==> config.mk <==
export PLATFORM = sky130hd
export DESIGN_NAME = pbca_fifo
export DESIGN_NICKNAME = d
export VERILOG_FILES = /design/src/pbca_pkg.sv /design/src/pbca_fifo.sv
export SDC_FILE = /design/constraint.sdc
export NUM_CORES = 1
export LEC_CHECK = 0
export BUFFER_PORTS_ARGS = -buffer_cell sky130_fd_sc_hd__buf_2
export CAP_MARGIN = 0
export CORE_MARGIN = 3
export CORE_UTILIZATION = 30
export DETAILED_ROUTE_END_ITERATION = 16
export SETUP_SLACK_MARGIN = 0.5
export SLEW_MARGIN = 5
export SYNTH_ARGS = -nofsm -noshare
export SYNTH_HDL_FRONTEND = slang
export SYNTH_SLANG_ARGS = --single-unit
==> constraint.sdc <==
create_clock -name clk -period 7.6 [get_ports clk]
set_clock_uncertainty 0.05 [all_clocks]
set_input_delay 0.76 -clock clk [delete_from_list [all_inputs] [get_ports clk]]
set_output_delay 0.76 -clock clk [all_outputs]
set_load 0.02 [all_outputs]
==> src/pbca_pkg.sv <==
// Shared types, constants and functions for the point bin color accumulator.
package pbca_pkg;

  localparam int COUNT_W = 24;
  localparam int COLOR_W = 9;
  localparam int OUTC_W = 17;
  localparam int IDX_W = 16;
  localparam int PAL_SLOTS = 32;
  localparam logic [COUNT_W-1:0] COUNT_MAX = '1;

  typedef enum logic {
    FUNC_PLOT = 1'b0,
    FUNC_READ = 1'b1
  } func_t;

  typedef struct packed {
    logic func;
    logic signed [15:0] x_pos;
    logic signed [15:0] y_pos;
    logic [4:0] palette_index;
    logic [15:0] read_index;
  } in_item_t;

  typedef struct packed {
    logic [15:0] bin_index;
    logic [23:0] hit_count;
    logic [16:0] red_out;
    logic [16:0] green_out;
    logic [16:0] blue_out;
  } out_item_t;

  typedef struct packed {
    logic [COLOR_W-1:0] r;
    logic [COLOR_W-1:0] g;
    logic [COLOR_W-1:0] b;
  } rgb_t;

  // Queue entry between front and back.
  typedef struct packed {
    logic is_plot;
    logic in_range;
    logic [31:0] bin;
    rgb_t pal;
  } cmd_t;

  function automatic rgb_t pal_lookup(input logic [4:0] p);
    rgb_t c;
    c = '0;
    case (p)
      5'd0: c = '{9'd256, 9'd128, 9'd0};
      5'd1: c = '{9'd0, 9'd0, 9'd256};
      5'd2: c = '{9'd256, 9'd0, 9'd256};
      5'd3: c = '{9'd0, 9'd256, 9'd0};
      5'd4: c = '{9'd256, 9'd0, 9'd0};
      5'd5: c = '{9'd256, 9'd256, 9'd0};
      5'd6: c = '{9'd0, 9'd256, 9'd256};
      5'd7: c = '{9'd256, 9'd0, 9'd0};
      5'd8: c = '{9'd0, 9'd256, 9'd0};
      5'd9: c = '{9'd0, 9'd128, 9'd256};
      5'd10: c = '{9'd256, 9'd128, 9'd0};
      5'd11: c = '{9'd256, 9'd0, 9'd0};
      5'd12: c = '{9'd256, 9'd179, 9'd0};
      5'd13: c = '{9'd256, 9'd77, 9'd0};
      5'd14: c = '{9'd256, 9'd128, 9'd0};
      5'd15: c = '{9'd0, 9'd0, 9'd256};
      5'd16: c = '{9'd51, 9'd0, 9'd256};
      5'd17: c = '{9'd0, 9'd0, 9'd256};
      5'd18: c = '{9'd0, 9'd51, 9'd256};
      default: c = '0;
    endcase
    return c;
  endfunction

endpackage

==> src/pbca_fifo.sv <==
// Short command queue between front and back.
module pbca_fifo #(
  parameter int DEPTH = 4
) (
  input  logic clk,
  input  logic rst,
  input  logic wr_valid,
  input  pbca_pkg::cmd_t wr_data,
  output logic wr_ready,
  output logic rd_valid,
  output pbca_pkg::cmd_t rd_data,
  input  logic rd_ready
);

  localparam int AW = $clog2(DEPTH);

  pbca_pkg::cmd_t mem [DEPTH];
  logic [AW-1:0] wp;
  logic [AW-1:0] rp;
  logic [AW:0] cnt;
  logic do_wr;
  logic do_rd;

  assign wr_ready = (cnt != (AW+1)'(DEPTH));
  assign rd_valid = (cnt != '0);
  assign rd_data = mem[rp];
  assign do_wr = wr_valid && wr_ready;
  assign do_rd = rd_valid && rd_ready;

  always_ff @(posedge clk) begin
    if (rst) begin
      wp <= '0;
      rp <= '0;
      cnt <= '0;
    end else begin
      if (do_wr) wp <= (wp == AW'(DEPTH-1)) ? '0 : wp + 1'b1;
      if (do_rd) rp <= (rp == AW'(DEPTH-1)) ? '0 : rp + 1'b1;
      cnt <= cnt + (AW+1)'(do_wr) - (AW+1)'(do_rd);
    end
    if (do_wr) mem[wp] <= wr_data;
  end

endmodule

======== Yosys cells after proc, flatten, opt, wreduce, memory -nomap -nowiden ========
Memory sizes are Yosys's and may differ from the RTL's. A register that Yosys moved wholly into a read port is not among the register bits.
Cells that the tools add are included.
word-level totals
  flip-flop bits (word level) ............. 7
  bits in writable memories ............... 244
  input port bits ......................... 65
  output and inout port bits .............. 63
  logic and storage cells ................. 20
  memories ................................ 1
operators by class
  add/sub/neg operators ................... 4
  eq/ne operators ......................... 3
  multiplexer cells ....................... 6
  reductions and logical operators ........ 3
memories
  name  words  width  rd ports  clocked after Yosys merged registers in  wr ports  RTL line         source
  mem   4      61     1         1                                        1         pbca_fifo.sv:17  pbca_pkg::cmd_t mem [DEPTH];
operators with widths
  kind                                                            number
  2-bit 2-to-1 mux                                                4
  2-bit by 1-bit adder with 2-bit output (second input constant)  2
  2-bit equality test (second input constant)                     2
  3-bit by 1-bit adder with 3-bit output                          1
  3-bit inequality test (second input constant)                   1
  3-bit nonzero test                                              1
  3-bit by 1-bit subtractor with 3-bit output                     1
  1-bit logical AND                                               2
  1-bit 2-to-1 mux                                                2

======== Longest topological paths before layout ========
  depth in word-level cells ............... 4
  depth in mapped cells ................... 11
  depth with buffers taken out ............ 10

======== Worst setup path after synthesis ========
No wires, ideal clock.
  path type ............................... input port to flip-flop
  start point ............................. input wr_valid
  end point ............................... memory mem[2][0] (netlist name), enable pin
  library setup time ...................... 0.426 ns
  data arrival time ....................... 2.237 ns
  required time ........................... 7.124 ns
  slack ................................... 4.887 ns
  stages on the path ...................... 1
  buffers on the path ..................... 0
  cell sequence ........................... and3_1
on the way
  longest elaborated chain between the ends .. 3
RTL lines
  item                                    RTL line         source
  start, declared                         pbca_fifo.sv:7   input logic wr_valid,
  1-bit logical AND                       pbca_fifo.sv:27  assign do_wr = wr_valid && wr_ready;
  1-bit 2-to-1 mux                        pbca_fifo.sv:40  if (do_wr) mem[wp] <= wr_data;
  1-bit 2-to-1 mux (not written as such)  pbca_fifo.sv:40
  end, declared                           pbca_fifo.sv:17
No other way between the ends.

==> results.json <==
{
  "grt_pass1_vias": 4584,
  "wl_per_cell_um": 18.4,
  "ys_seq_area_share_pct": 81.0,
  "final_common_cell": "edfxtp_1",
  "grt_pass1_wl_um": 26500,
  "outcome": "complete, no violations",
  "path_cells": "buf_4, mux4_2, buf_2",
  "drtIter0Drc": 207,
  "dieArea_sq_um": 33000,
  "critPathSlowestCell": "dfxtp_4",
  "ctsLongestPathBuffers": 3,
  "path_class": "reg2out",
  "power_density_nw_per_um2": 347,
  "grt_max_degree": 62,
  "reg2reg_to": "cnt[2]",
  "end_kind": "output pin",
  "min_period_ps": 3600,
  "hold_ws_ps": 405,
  "worst-path-stages": 3,
  "root_buffer": "clkbuf_16",
  "ff2ff_path_depth": 10,
  "cts_tree": "done",
  "rr_startpoint": "cnt[1]",
  "ir_drop_mv": 0.184,
  "worst_pin_slew_ps": 1020,
  "max_slew_margin_pct": 31.8,
  "tns_ps": 0,
  "synthDistinctLibCells": 28,
  "drive_gt1_share_pct": 45.2,
  "hp-class": "in2reg",
  "slew_viol_final": 0,
  "arrival_ps": 2790,
  "syn-cell-area_sq_um": 9270,
  "crit_end": "rd_data[37]",
  "wirelength_um": 16900,
  "syn_to_final_growth_pct": 20.9,
  "drc": 0,
  "core-area_sq_um": 30000,
  "syn_avg_cell_area_sq_um": 25.2,
  "critPathTopFamily": "buffers and inverters",
  "cts.htree.levels": 1,
  "hpwlAfterDp_um": 10100,
  "globalplace.congestion": 0.652,
  "rsz0062_at_grt": "no",
  "holdBufCountCts": 0,
  "dr.pass1.iters": 4,
  "finalCritPeriodShare_pct": 47.3,
  "overflow": 0,
  "synth_nets": 441,
  "die_x_um": 182,
  "track_usage_pct": 10.1,
  "postCtsSetupRepairBufs": 0,
  "cp_max_fo": 33,
  "hold_violations": 0,
  "start_kind": "flip-flop",
  "synthCells": 368,
  "grt_antenna_before_repair": 4,
  "slowest_delay_ps": 720,
  "rrSetupSlack_ps": 5060,
  "pin_count": 128,
  "clk_pin_slew_ps": 60,
  "cts-buffers-inserted": 27,
  "cap_viol_max_count": 0,
  "clk_latency_ps": 520,
  "num_vias": 4111,
  "cts.sinks": 253,
  "start_util_pct": 30.9,
  "die_h_um": 182,
  "via_per_inst": 4.47,
  "finalNetCount": 582,
  "antenna_cells": 0,
  "setup_viol": 0,
  "postCtsResizedCells": 0,
  "critPathRequiredTime_ps": 6790,
  "synth-seq-cells": 253,
  "rows": 63,
  "ant_nets": 0,
  "ys_warn_count": 0,
  "path_buf_inv": 2,
  "power_leakage_nw": 3.72,
  "mostFrequentLayoutCells": "244 x edfxtp_1, 127 x buf_2, 61 x mux4_2",
  "fmax_mhz": 278,
  "portBuffers": 127
}
==> metal layers <==
| metal | GRT usage [%] | up-vias | share of wire [%] |
|---|---|---|---|
| met3 | 2.80 | 40 | 5.8 |
| li1 | - | 1846 | - |
| met5 | 0 | - | 0.28 |
| met2 | 18.0 | 98 | 52 |
| met1 | 12.3 | 2119 | 40 |
| met4 | 2.44 | 8 | 2.0 |
==> cell usage after synthesis, drive strengths merged <==
| library cell | instances | area share, % |
|---|---|---|
| a211o | 1 | 0.095 |
| a21oi | 1 | 0.054 |
| and2 | 1 | 0.081 |
| and3 | 4 | 0.31 |
| buf | 9 | 0.72 |
| clkbuf | 7 | 0.28 |
| dfxtp | 9 | 1.9 |
| edfxtp | 244 | 79 |
| fa | 1 | 0.22 |
| ha | 7 | 0.94 |
| inv | 5 | 0.20 |
| mux2i | 2 | 0.22 |
| mux4 | 61 | 15 |
| nand2 | 2 | 0.11 |
| nand2b | 2 | 0.13 |
| nor2 | 3 | 0.12 |
| nor2b | 1 | 0.068 |
| nor3 | 1 | 0.054 |
| o21ai | 1 | 0.095 |
| o31ai | 1 | 0.081 |
| or3 | 3 | 0.22 |
| or3b | 1 | 0.095 |
| xor2 | 1 | 0.095 |
==> sequential cells by signal, summed over array words and instances (netlist names), named ones only <==
register and flops:
mem 244, rp 2, wp 2, cnt 3
==> logic make-up after synthesis <==
group,Yosys count,share of synthesized area (%)
adder cells (fa/ha/maj),8,1.16
flip-flops,253,81.0
multiplexers,63,15.0
XOR/XNOR,1,0.0945
AO/OA/AOI/OAI,4,0.324
buffers and inverters,21,1.20
AND/OR/NAND/NOR,18,1.19
==> area by class of cell <==
cell class | instances | area (sq um)
inverters | 5 | 18.8
repair buffers | 128 | 643
clock inverters | 13 | 123
fillers | 2728 | 18800
flip-flops and latches | 253 | 7510
multi-input cells | 94 | 1670
clock buffers | 36 | 749
well taps | 390 | 488
==> stage by stage <==
step	cell area [sq um]	utilization (%)	setup slack, ps	instances	total power, mW
final	11200	37.3	4000	919	3.88
after global routing	11200	37.3	3740	919	4.08
after CTS	11200	37.3	3850	919	3.97
after detailed placement	10300	34.4	4420	870	2.69
after global placement	10300	34.4	4440	870	2.67
after floorplan	9270	-	4890	368	2.40
==> how the worst min path moves through the flow <==
stage	from	endpoint	slack, ps	depth (start not counted)
6_report	wr_data[45]	mem[1][45]	410	1
5_1_grt	wr_data[45]	mem[1][45]	380	1
4_1_cts	wr_data[45]	mem[1][45]	370	1
3_5_place_dp	rp[0]	flip-flop	460	2
3_3_place_gp	rp[0]	flip-flop	440	2
2_1_floorplan	rp[0]	flip-flop	410	2
==> where the power goes <==
group | internal [mW] | leakage, nW | switching, mW
logic | 0.354 | 0.986 | 0.468
clock network | 0.758 | 0.422 | 0.496
registers | 1.71 | 2.31 | 0.0942
(Power assumes the default switching activity.)
